## config.mk

```make
export PLATFORM = sky130hd
export DESIGN_NAME = xorshift128_random_source
export DESIGN_NICKNAME = d
export VERILOG_FILES = /design/src/xs128_pkg.sv /design/src/xorshift128_random_source.sv /design/src/xs128_datapath.sv /design/src/xs128_ctrl.sv
export SDC_FILE = /design/constraint.sdc
export NUM_CORES = 2
export LEC_CHECK = 0
export BUFFER_PORTS_ARGS = -buffer_cell sky130_fd_sc_hd__buf_4
export CORE_MARGIN = 2
export CORE_UTILIZATION = 55
export CTS_CLUSTER_SIZE = 25
export DETAILED_ROUTE_END_ITERATION = 7
export PLACE_DENSITY = 0.74
export SLEW_MARGIN = 20
export SYNTH_ARGS = -nofsm -noshare
export SYNTH_HDL_FRONTEND = slang
export SYNTH_SLANG_ARGS = --single-unit
```

## constraint.sdc

```tcl
create_clock -name aclk -period 23.6 [get_ports aclk]
set_clock_uncertainty 0.05 [all_clocks]
set_input_delay 3.54 -clock aclk [delete_from_list [all_inputs] [get_ports aclk]]
set_output_delay 3.54 -clock aclk [all_outputs]
set_load 0.01 [all_outputs]
```

## src/xs128_pkg.sv

```systemverilog
// xs128_pkg: shared types and constants for the xorshift128 random source
// used by xs128_ctrl, xs128_datapath and xorshift128_random_source

package xs128_pkg;

    localparam int WORD_W  = 32;
    localparam int SEED_W  = 64;
    localparam int VALUE_W = 33;
    localparam int PCT_W   = 8;
    localparam int KIND_W  = 2;

    localparam logic [KIND_W-1:0] KIND_SEED    = 2'd0;
    localparam logic [KIND_W-1:0] KIND_RAW     = 2'd1;
    localparam logic [KIND_W-1:0] KIND_BOUNDED = 2'd2;
    localparam logic [KIND_W-1:0] KIND_CHANCE  = 2'd3;

    localparam logic [SEED_W-1:0] GOLDEN_STEP = 64'h9E37_79B9_7F4A_7C15;
    localparam logic [SEED_W-1:0] MIX_MUL_A   = 64'hBF58_476D_1CE4_E5B9;
    localparam logic [SEED_W-1:0] MIX_MUL_B   = 64'h94D0_49BB_1331_11EB;
    localparam logic [VALUE_W-1:0] CHANCE_BASE = 33'd100;

    // floor(x / 100) = (x * CHANCE_RECIP) >> CHANCE_SHIFT for any 32-bit x
    localparam logic [WORD_W-1:0] CHANCE_RECIP = 32'h51EB_851F;
    localparam int                CHANCE_SHIFT = 37;

    localparam int DIV_STEPS  = WORD_W;
    localparam int STEP_W     = $clog2(DIV_STEPS);
    localparam int NUM_WORDS  = 4;
    localparam int WIDX_W     = $clog2(NUM_WORDS);

    // controller to datapath
    typedef struct packed {
        logic              load;
        logic              seed_add;
        logic              mul_en;
        logic [1:0]        mul_phase;
        logic              mul_sel_b;
        logic [WIDX_W-1:0] word_idx;
        logic              seed_fix;
        logic              advance;
        logic              div_step;
        logic              chance_mul;
        logic              chance_sub;
        logic              emit;
    } cmd_t;

    // datapath to controller
    typedef struct packed {
        logic [KIND_W-1:0] kind;
        logic              empty;
        logic              out_busy;
    } stat_t;

endpackage

```

## src/xorshift128_random_source.sv

```systemverilog
// xorshift128_random_source: top level of the xorshift128 random source
// depends on xs128_pkg, xs128_ctrl and xs128_datapath

// One request at a time: s_ready is high only while the block is idle, and a finished
// result waits in the output register so the next request can be taken meanwhile.
// Seeding runs four splitmix64 rounds, each 64-bit multiply being three 32x32
// partial products through one shared multiplier. A bounded draw runs a 32-step
// restoring remainder loop, one dividend bit per cycle; a chance draw does a
// reciprocal multiply for the quotient by 100, then a subtract; a bounded draw with
// high_bound <= low_bound goes straight to the result. Reset puts the generator at
// word 0 = 1, other words 0.

module xorshift128_random_source (
    input  logic                                 aclk,
    input  logic                                 aresetn,
    input  logic                                 s_valid,
    output logic                                 s_ready,
    input  logic [xs128_pkg::KIND_W-1:0]         s_kind,
    input  logic [xs128_pkg::SEED_W-1:0]         s_seed_value,
    input  logic signed [xs128_pkg::WORD_W-1:0]  s_low_bound,
    input  logic signed [xs128_pkg::WORD_W-1:0]  s_high_bound,
    input  logic signed [xs128_pkg::PCT_W-1:0]   s_percent,
    output logic                                 m_valid,
    input  logic                                 m_ready,
    output logic signed [xs128_pkg::VALUE_W-1:0] m_value,
    output logic                                 m_hit
);
    import xs128_pkg::*;

    cmd_t  cmd;
    stat_t stat;

    xs128_ctrl u_ctrl (
        .aclk    (aclk),
        .aresetn (aresetn),
        .s_valid (s_valid),
        .s_ready (s_ready),
        .stat    (stat),
        .cmd     (cmd)
    );

    xs128_datapath u_datapath (
        .aclk         (aclk),
        .aresetn      (aresetn),
        .cmd          (cmd),
        .stat         (stat),
        .s_kind       (s_kind),
        .s_seed_value (s_seed_value),
        .s_low_bound  (s_low_bound),
        .s_high_bound (s_high_bound),
        .s_percent    (s_percent),
        .m_valid      (m_valid),
        .m_ready      (m_ready),
        .m_value      (m_value),
        .m_hit        (m_hit)
    );

endmodule

```

## src/xs128_datapath.sv

```systemverilog
// xs128_datapath: generator words, splitmix64 mixer with a shared 32x32 multiplier,
// restoring remainder unit, reciprocal modulo-100 unit and result register
// depends on xs128_pkg

module xs128_datapath (
    input  logic                              aclk,
    input  logic                              aresetn,
    input  xs128_pkg::cmd_t                   cmd,
    output xs128_pkg::stat_t                  stat,
    input  logic [xs128_pkg::KIND_W-1:0]      s_kind,
    input  logic [xs128_pkg::SEED_W-1:0]      s_seed_value,
    input  logic signed [xs128_pkg::WORD_W-1:0] s_low_bound,
    input  logic signed [xs128_pkg::WORD_W-1:0] s_high_bound,
    input  logic signed [xs128_pkg::PCT_W-1:0]  s_percent,
    output logic                              m_valid,
    input  logic                              m_ready,
    output logic signed [xs128_pkg::VALUE_W-1:0] m_value,
    output logic                              m_hit
);
    import xs128_pkg::*;

    logic [KIND_W-1:0]        kind_reg;
    logic signed [WORD_W-1:0] lo_reg;
    logic signed [PCT_W-1:0]  pct_reg;
    logic                     empty_reg;
    logic [VALUE_W-1:0]       div_reg;
    logic [VALUE_W-1:0]       rem_reg;
    logic [WORD_W-1:0]        draw_reg;
    logic [WORD_W-1:0]        quot_reg;
    logic [SEED_W-1:0]        acc_reg;
    logic [SEED_W-1:0]        z_reg;
    logic [SEED_W-1:0]        mul_reg;
    logic [SEED_W-1:0]        prod_reg;
    logic [WORD_W-1:0]        words_reg [NUM_WORDS];
    logic                     m_valid_reg;
    logic signed [VALUE_W-1:0] m_value_reg;
    logic                     m_hit_reg;

    logic [VALUE_W-1:0]       span;
    logic                     in_empty;
    logic [SEED_W-1:0]        acc_next;
    logic [SEED_W-1:0]        mul_const;
    logic [WORD_W-1:0]        mul_a;
    logic [WORD_W-1:0]        mul_b;
    logic [SEED_W-1:0]        mul_full;
    logic [SEED_W-1:0]        prod_fin;
    logic [WORD_W-1:0]        adv_t;
    logic [WORD_W-1:0]        adv_word;
    logic [VALUE_W:0]         div_trial;
    logic [VALUE_W-1:0]       rem_next;
    logic [SEED_W-1:0]        recip_prod;
    logic [WORD_W-1:0]        chance_rem;
    logic signed [VALUE_W-1:0] lo_ext;
    logic signed [VALUE_W-1:0] value_next;
    logic                     hit_next;

    // request decode
    assign span     = VALUE_W'({s_high_bound[WORD_W-1], s_high_bound}
                    - {s_low_bound[WORD_W-1], s_low_bound} + 33'd1);
    assign in_empty = (s_high_bound <= s_low_bound);

    always_ff @(posedge aclk) begin
        if (cmd.load) begin
            kind_reg  <= s_kind;
            lo_reg    <= s_low_bound;
            pct_reg   <= s_percent;
            empty_reg <= in_empty;
            div_reg   <= span;
        end
    end

    // splitmix64 rounds
    assign acc_next  = acc_reg + GOLDEN_STEP;
    assign mul_const = cmd.mul_sel_b ? MIX_MUL_B : MIX_MUL_A;
    assign mul_a     = (cmd.mul_phase == 2'd2) ? z_reg[SEED_W-1:WORD_W] : z_reg[WORD_W-1:0];
    assign mul_b     = (cmd.mul_phase == 2'd1) ? mul_const[SEED_W-1:WORD_W]
                                               : mul_const[WORD_W-1:0];
    assign mul_full  = SEED_W'(mul_a) * SEED_W'(mul_b);
    assign prod_fin  = {prod_reg[SEED_W-1:WORD_W] + mul_reg[WORD_W-1:0],
                        prod_reg[WORD_W-1:0]};

    always_ff @(posedge aclk) begin
        if (cmd.load) begin
            acc_reg <= s_seed_value;
        end else if (cmd.seed_add) begin
            acc_reg <= acc_next;
        end
        if (cmd.seed_add) begin
            z_reg <= acc_next ^ (acc_next >> 30);
        end else if (cmd.mul_en && cmd.mul_phase == 2'd3 && !cmd.mul_sel_b) begin
            z_reg <= prod_fin ^ (prod_fin >> 27);
        end
        if (cmd.mul_en) begin
            mul_reg <= mul_full;
            if (cmd.mul_phase == 2'd1) begin
                prod_reg <= mul_reg;
            end else if (cmd.mul_phase == 2'd2) begin
                prod_reg <= prod_fin;
            end
        end
    end

    // xorshift128 step
    always_comb begin
        adv_t    = words_reg[3];
        adv_t    = adv_t ^ (adv_t << 11);
        adv_t    = adv_t ^ (adv_t >> 8);
        adv_word = adv_t ^ words_reg[0] ^ (words_reg[0] >> 19);
    end

    always_ff @(posedge aclk) begin
        if (!aresetn) begin
            words_reg[0] <= WORD_W'(1);
            words_reg[1] <= '0;
            words_reg[2] <= '0;
            words_reg[3] <= '0;
        end else if (cmd.advance) begin
            words_reg[3] <= words_reg[2];
            words_reg[2] <= words_reg[1];
            words_reg[1] <= words_reg[0];
            words_reg[0] <= adv_word;
        end else if (cmd.mul_en && cmd.mul_phase == 2'd3 && cmd.mul_sel_b) begin
            words_reg[cmd.word_idx] <= prod_fin[WORD_W-1:0] ^ prod_fin[SEED_W-2:WORD_W-1];
        end else if (cmd.seed_fix) begin
            if ((words_reg[0] | words_reg[1] | words_reg[2] | words_reg[3]) == '0) begin
                words_reg[0] <= WORD_W'(1);
            end
        end
    end

    // restoring remainder, one dividend bit per cycle
    assign div_trial = {rem_reg, draw_reg[WORD_W-1]};
    assign rem_next  = (div_trial >= {1'b0, div_reg})
                     ? VALUE_W'(div_trial - {1'b0, div_reg})
                     : div_trial[VALUE_W-1:0];

    // chance draw modulo 100 by reciprocal multiplication
    assign recip_prod = SEED_W'(draw_reg) * SEED_W'(CHANCE_RECIP);
    assign chance_rem = draw_reg - quot_reg * WORD_W'(CHANCE_BASE);

    always_ff @(posedge aclk) begin
        if (cmd.chance_mul) begin
            quot_reg <= WORD_W'(recip_prod >> CHANCE_SHIFT);
        end
    end

    always_ff @(posedge aclk) begin
        if (cmd.advance) begin
            draw_reg <= adv_word;
            rem_reg  <= '0;
        end else if (cmd.div_step) begin
            draw_reg <= draw_reg << 1;
            rem_reg  <= rem_next;
        end else if (cmd.chance_sub) begin
            rem_reg  <= VALUE_W'(chance_rem);
        end
    end

    // result select
    assign lo_ext = VALUE_W'(lo_reg);

    always_comb begin
        value_next = '0;
        hit_next   = 1'b0;
        case (kind_reg)
            KIND_SEED: begin
                value_next = '0;
            end
            KIND_RAW: begin
                value_next = $signed({1'b0, draw_reg});
            end
            KIND_BOUNDED: begin
                value_next = empty_reg ? lo_ext : lo_ext + $signed(rem_reg);
            end
            default: begin
                value_next = $signed(rem_reg);
                hit_next   = ($signed({1'b0, rem_reg[6:0]}) < pct_reg);
            end
        endcase
    end

    always_ff @(posedge aclk) begin
        if (!aresetn) begin
            m_valid_reg <= 1'b0;
        end else if (cmd.emit) begin
            m_valid_reg <= 1'b1;
        end else if (m_ready) begin
            m_valid_reg <= 1'b0;
        end
    end

    always_ff @(posedge aclk) begin
        if (cmd.emit) begin
            m_value_reg <= value_next;
            m_hit_reg   <= hit_next;
        end
    end

    assign m_valid = m_valid_reg;
    assign m_value = m_value_reg;
    assign m_hit   = m_hit_reg;

    assign stat.kind     = kind_reg;
    assign stat.empty    = empty_reg;
    assign stat.out_busy = m_valid_reg && !m_ready;

    a_rem_below_div: assert property (@(posedge aclk) disable iff (!aresetn)
        cmd.div_step |=> (rem_reg < div_reg))
        else $error("remainder not below divisor");

    a_chance_below_base: assert property (@(posedge aclk) disable iff (!aresetn)
        cmd.chance_sub |=> (rem_reg < CHANCE_BASE))
        else $error("chance draw not reduced below 100");

    a_seed_nonzero: assert property (@(posedge aclk) disable iff (!aresetn)
        cmd.seed_fix |=> ((words_reg[0] | words_reg[1] | words_reg[2] | words_reg[3]) != '0))
        else $error("generator state all zero after seeding");

endmodule

```

## src/xs128_ctrl.sv

```systemverilog
// xs128_ctrl: sequencer for seeding, drawing and remainder steps
// depends on xs128_pkg

module xs128_ctrl (
    input  logic              aclk,
    input  logic              aresetn,
    input  logic              s_valid,
    output logic              s_ready,
    input  xs128_pkg::stat_t  stat,
    output xs128_pkg::cmd_t   cmd
);
    import xs128_pkg::*;

    localparam logic [3:0] ST_IDLE       = 4'd0;
    localparam logic [3:0] ST_DISPATCH   = 4'd1;
    localparam logic [3:0] ST_SEED_ADD   = 4'd2;
    localparam logic [3:0] ST_MUL        = 4'd3;
    localparam logic [3:0] ST_SEED_FIX   = 4'd4;
    localparam logic [3:0] ST_ADVANCE    = 4'd5;
    localparam logic [3:0] ST_DIV        = 4'd6;
    localparam logic [3:0] ST_EMIT       = 4'd7;
    localparam logic [3:0] ST_CHANCE_MUL = 4'd8;
    localparam logic [3:0] ST_CHANCE_SUB = 4'd9;

    logic [3:0]        state_reg, state_next;
    logic [1:0]        phase_reg, phase_next;
    logic              sel_b_reg, sel_b_next;
    logic [WIDX_W-1:0] round_reg, round_next;
    logic [STEP_W-1:0] step_reg, step_next;

    always_comb begin
        state_next = state_reg;
        phase_next = phase_reg;
        sel_b_next = sel_b_reg;
        round_next = round_reg;
        step_next  = step_reg;
        cmd        = '0;
        cmd.mul_phase = phase_reg;
        cmd.mul_sel_b = sel_b_reg;
        cmd.word_idx  = round_reg;
        unique case (state_reg)
            ST_IDLE: begin
                if (s_valid) begin
                    cmd.load   = 1'b1;
                    state_next = ST_DISPATCH;
                end
            end
            ST_DISPATCH: begin
                unique case (stat.kind)
                    KIND_SEED: begin
                        round_next = '0;
                        state_next = ST_SEED_ADD;
                    end
                    KIND_RAW: begin
                        state_next = ST_ADVANCE;
                    end
                    KIND_BOUNDED: begin
                        state_next = stat.empty ? ST_EMIT : ST_ADVANCE;
                    end
                    default: begin
                        state_next = ST_ADVANCE;
                    end
                endcase
            end
            ST_SEED_ADD: begin
                cmd.seed_add = 1'b1;
                phase_next   = 2'd0;
                sel_b_next   = 1'b0;
                state_next   = ST_MUL;
            end
            ST_MUL: begin
                cmd.mul_en = 1'b1;
                if (phase_reg == 2'd3) begin
                    phase_next = 2'd0;
                    if (!sel_b_reg) begin
                        sel_b_next = 1'b1;
                    end else if (round_reg == WIDX_W'(NUM_WORDS - 1)) begin
                        state_next = ST_SEED_FIX;
                    end else begin
                        round_next = round_reg + 1'b1;
                        state_next = ST_SEED_ADD;
                    end
                end else begin
                    phase_next = phase_reg + 1'b1;
                end
            end
            ST_SEED_FIX: begin
                cmd.seed_fix = 1'b1;
                state_next   = ST_EMIT;
            end
            ST_ADVANCE: begin
                cmd.advance = 1'b1;
                step_next   = '0;
                state_next  = (stat.kind == KIND_RAW)    ? ST_EMIT :
                              (stat.kind == KIND_CHANCE) ? ST_CHANCE_MUL : ST_DIV;
            end
            ST_DIV: begin
                cmd.div_step = 1'b1;
                step_next    = step_reg + 1'b1;
                if (step_reg == STEP_W'(DIV_STEPS - 1)) begin
                    state_next = ST_EMIT;
                end
            end
            ST_CHANCE_MUL: begin
                cmd.chance_mul = 1'b1;
                state_next     = ST_CHANCE_SUB;
            end
            ST_CHANCE_SUB: begin
                cmd.chance_sub = 1'b1;
                state_next     = ST_EMIT;
            end
            ST_EMIT: begin
                if (!stat.out_busy) begin
                    cmd.emit   = 1'b1;
                    state_next = ST_IDLE;
                end
            end
            default: begin
                state_next = ST_IDLE;
            end
        endcase
    end

    always_ff @(posedge aclk) begin
        if (!aresetn) begin
            state_reg <= ST_IDLE;
            phase_reg <= '0;
            sel_b_reg <= 1'b0;
            round_reg <= '0;
            step_reg  <= '0;
        end else begin
            state_reg <= state_next;
            phase_reg <= phase_next;
            sel_b_reg <= sel_b_next;
            round_reg <= round_next;
            step_reg  <= step_next;
        end
    end

    assign s_ready = (state_reg == ST_IDLE);

    a_idle_quiet: assert property (@(posedge aclk) disable iff (!aresetn)
        s_ready |-> !(cmd.seed_add || cmd.mul_en || cmd.advance || cmd.div_step || cmd.emit))
        else $error("datapath command issued while idle");

    a_load_busy: assert property (@(posedge aclk) disable iff (!aresetn)
        cmd.load |=> !s_ready)
        else $error("new request taken before the previous one finished");

    a_div_done: assert property (@(posedge aclk) disable iff (!aresetn)
        (cmd.div_step && step_reg == STEP_W'(DIV_STEPS - 1)) |=> (state_reg == ST_EMIT))
        else $error("remainder loop did not end after the last step");

    a_seed_order: assert property (@(posedge aclk) disable iff (!aresetn)
        cmd.seed_fix |-> $past(cmd.mul_en && cmd.mul_sel_b && cmd.mul_phase == 2'd3))
        else $error("seed fixup without a finished last round");

endmodule
```

==> results.yml <==
clock_tree:
  cts_inserted_buffers: 74
  clock_latency_ns: 0.74
  cts-htree-levels: 3
  clk_path_buf_depth: 3
  cts_resized: 0
  post_cts_buffers: 0
  cts_root_buf: "clkbuf_16"
  cts_tree: "done"
  clkTransAtPathRegs_ns: 0.06
  cts_hold_buf: 0
  cts.sinks: 600
placed_design:
  dp_hpwl_microns: 247600
  port_buffers: 177
  gp_congestion: 1.082
final_layout:
  largest_reg_flops: 128
  drive_gt1_share_pct: 5.921
  layout_commonest_cell: "inv_1"
  area_growth_pct: 7.526
  nNetsFinal: 11075
  final_cell_mix: "inv_1, fa_1, ha_1, nand2_1, edfxtp_1"
  fin_util_pct: 59.71
floorplanning:
  ios: 178
  die-area_sq_um: 156900
  std_cell_rows: 143
  die_height_microns: 396.1
  die_x_microns: 396.1
  core-area_sq_um: 152300
  initial_core_util_pct: 55.53
sta:
  finalMaxSlewViolations: 0
  min_period_over_period_pct: 47.09
  setup_violations: 0
  fmaxAchievable_mhz: 89.97
  holdWs_ns: 0.4091
  hold_violations: 0
  tns_ns: 0
  slew_headroom_pct: 11.81
  rsz0062_at_grt: "false"
  min_period_ns: 11.11
  worst_pin_slew_ns: 1.323
synthesis:
  synth_area_sq_um: 84560
  syn_nets: 10951
  ys_seq_area_share_pct: 20.74
  synth-seq-cells: 600
  synthArstFlopShare_pct: 0
  yosysUniqueCellTypes: 106
  syn_inst: 8549
  synth_ff_type: "edfxtp_1"
  synth_area_per_cell_sq_um: 9.891
  synth_edf_count: 552
  ys.warnings.count: 0
setup_path:
  max_stage_delay_ns: 0.96
  r2r_slack_ns: 12.49
  r2r-end: "u_datapath.mul_reg[63]"
  cp-startpoint: "u_ctrl.phase_reg[0]"
  crit_top_cell: "fa_1"
  critPathCapture: "u_datapath.mul_reg[63]"
  rr_startpoint: "u_ctrl.phase_reg[0]"
  critical_path.max_fanout: 32
  required_ns: 24.00
  r2r_cells: 30
  endpoint_kind: "register"
  cp-start-kind: "register"
  crit_type: "register to register"
  cp.arrival_ns: 11.52
  cpMaxStageDelayCell: "mux2i_1"
global_routing:
  grt_pass1_vias: 66467
  grt_overflow: 0
  grt.total_usage_pct: 37.98
  antenna_found_initial: 12
  grt_max_degree: 97
  grt_pass1_wl_microns: 436200
detailed_routing:
  wl_microns: 294300
  viasPerCell: 5.999
  first_pass_iters: 6
  drt-initial-drc-count: 7271
  drtAntennaViolNets: 0
  vias: 64586
  drc: 0
  wl_per_cell_microns: 27.33
status:
  status: "finished clean"
job:
  cap_violations: 0
worst_hold_path:
  hold_class: "register to register"
-- synth_stat cells (15+ instances only) --
cell type / instances / share of area, %
nor2b_1: 60 / 0.44
mux2_2: 39 / 0.52
edfxtp_1: 552 / 20
nor2_1: 489 / 2.2
fa_1: 1231 / 29
nor3_1: 53 / 0.31
nand2b_1: 79 / 0.58
o211ai_1: 19 / 0.17
mux2i_1: 40 / 0.47
a21o_1: 133 / 1.2
a211oi_1: 51 / 0.45
nand3_1: 83 / 0.49
and3_1: 61 / 0.45
dfxtp_1: 48 / 1.1
o22ai_1: 20 / 0.15
nand2_1: 561 / 2.5
o31ai_1: 19 / 0.17
a211o_1: 17 / 0.18
o21bai_1: 36 / 0.32
a21boi_0: 15 / 0.13
xor2_1: 195 / 2.0
xnor2_1: 299 / 3.1
o21ai_0: 377 / 2.2
nor4_1: 48 / 0.36
and2_1: 96 / 0.71
inv_1: 1841 / 8.2
clkbuf_1: 201 / 0.89
o21a_1: 30 / 0.27
a21oi_1: 396 / 2.3
a31oi_1: 39 / 0.29
or2_2: 23 / 0.17
a22o_1: 61 / 0.63
nand4_1: 38 / 0.28
o21ai_1: 25 / 0.15
ha_1: 1029 / 15
-- worst min-delay path by stage --
stage / start / endpoint / slack [ns] / depth (start not counted)
after CTS: u_ctrl.step_reg[3] / u_ctrl.step_reg[3] / 0.40 / 1
final: u_ctrl.step_reg[3] / u_ctrl.step_reg[3] / 0.41 / 1
after detailed placement: u_ctrl.step_reg[3] / u_ctrl.step_reg[3] / 0.39 / 1
after floorplan: u_ctrl.step_reg[3] / u_ctrl.step_reg[3] / 0.37 / 1
after global placement: u_ctrl.step_reg[3] / u_ctrl.step_reg[3] / 0.38 / 1
after global routing: u_ctrl.step_reg[3] / u_ctrl.step_reg[3] / 0.42 / 1
-- per-layer routing --
layer  track usage, %  part of all wire (%)  up-vias
met5                0                 0.021        -
met4            20.85                   7.0       10
met3            7.677                    10      724
met2            57.19                    43     3427
met1            51.59                    40    32376
li1                 -                     -    28049
-- cell type report --
type                       count  area, sq um
sequential                   600        17540
clock inverter                39        510.5
fill                       12891        61340
timing repair buffer         269         2032
inverter                    1847         6935
clock buffer                  95         1981
multi-input combinational   5881        59370
tap                         2030         2540
antenna                        6        15.01
-- metrics by stage --
step           setup WS (ns)  cell area, sq um  cells
5_1_grt                12.20             90910  10762
4_1_cts                12.70             90890  10760
2_1_floorplan          14.30             84560   8549
3_5_place_dp           12.73             88400  10626
3_3_place_gp           12.89             88390  10626
6_report               12.49             90920  10767
-- worst max-delay path: cells and delay by family (launching register included) --
family | cells | cell delay (ns)
AOI/OAI and AO/OA | 6 | 1.62
buffers and inverters | 7 | 1.54
xor gates and xnor gates | 1 | 0.13
adders and majority gates | 10 | 4.44
and+or+nand+nor | 5 | 1.69
DFF | 1 | 0.40
muxes | 1 | 0.96
-- cell families after synthesis --
kind of cell	after synthesis	share of synthesized area, %
compound gates	1384	10.35
xor+xnor	502	5.280
fa+ha+maj	2260	44.37
buf+inv	2068	9.199
flops	600	20.74
mux	79	0.9929
simple gates	1656	9.070
Power is not shown: default switching activity piles up to over one toggle a cycle in this logic, so the estimate is an artifact.
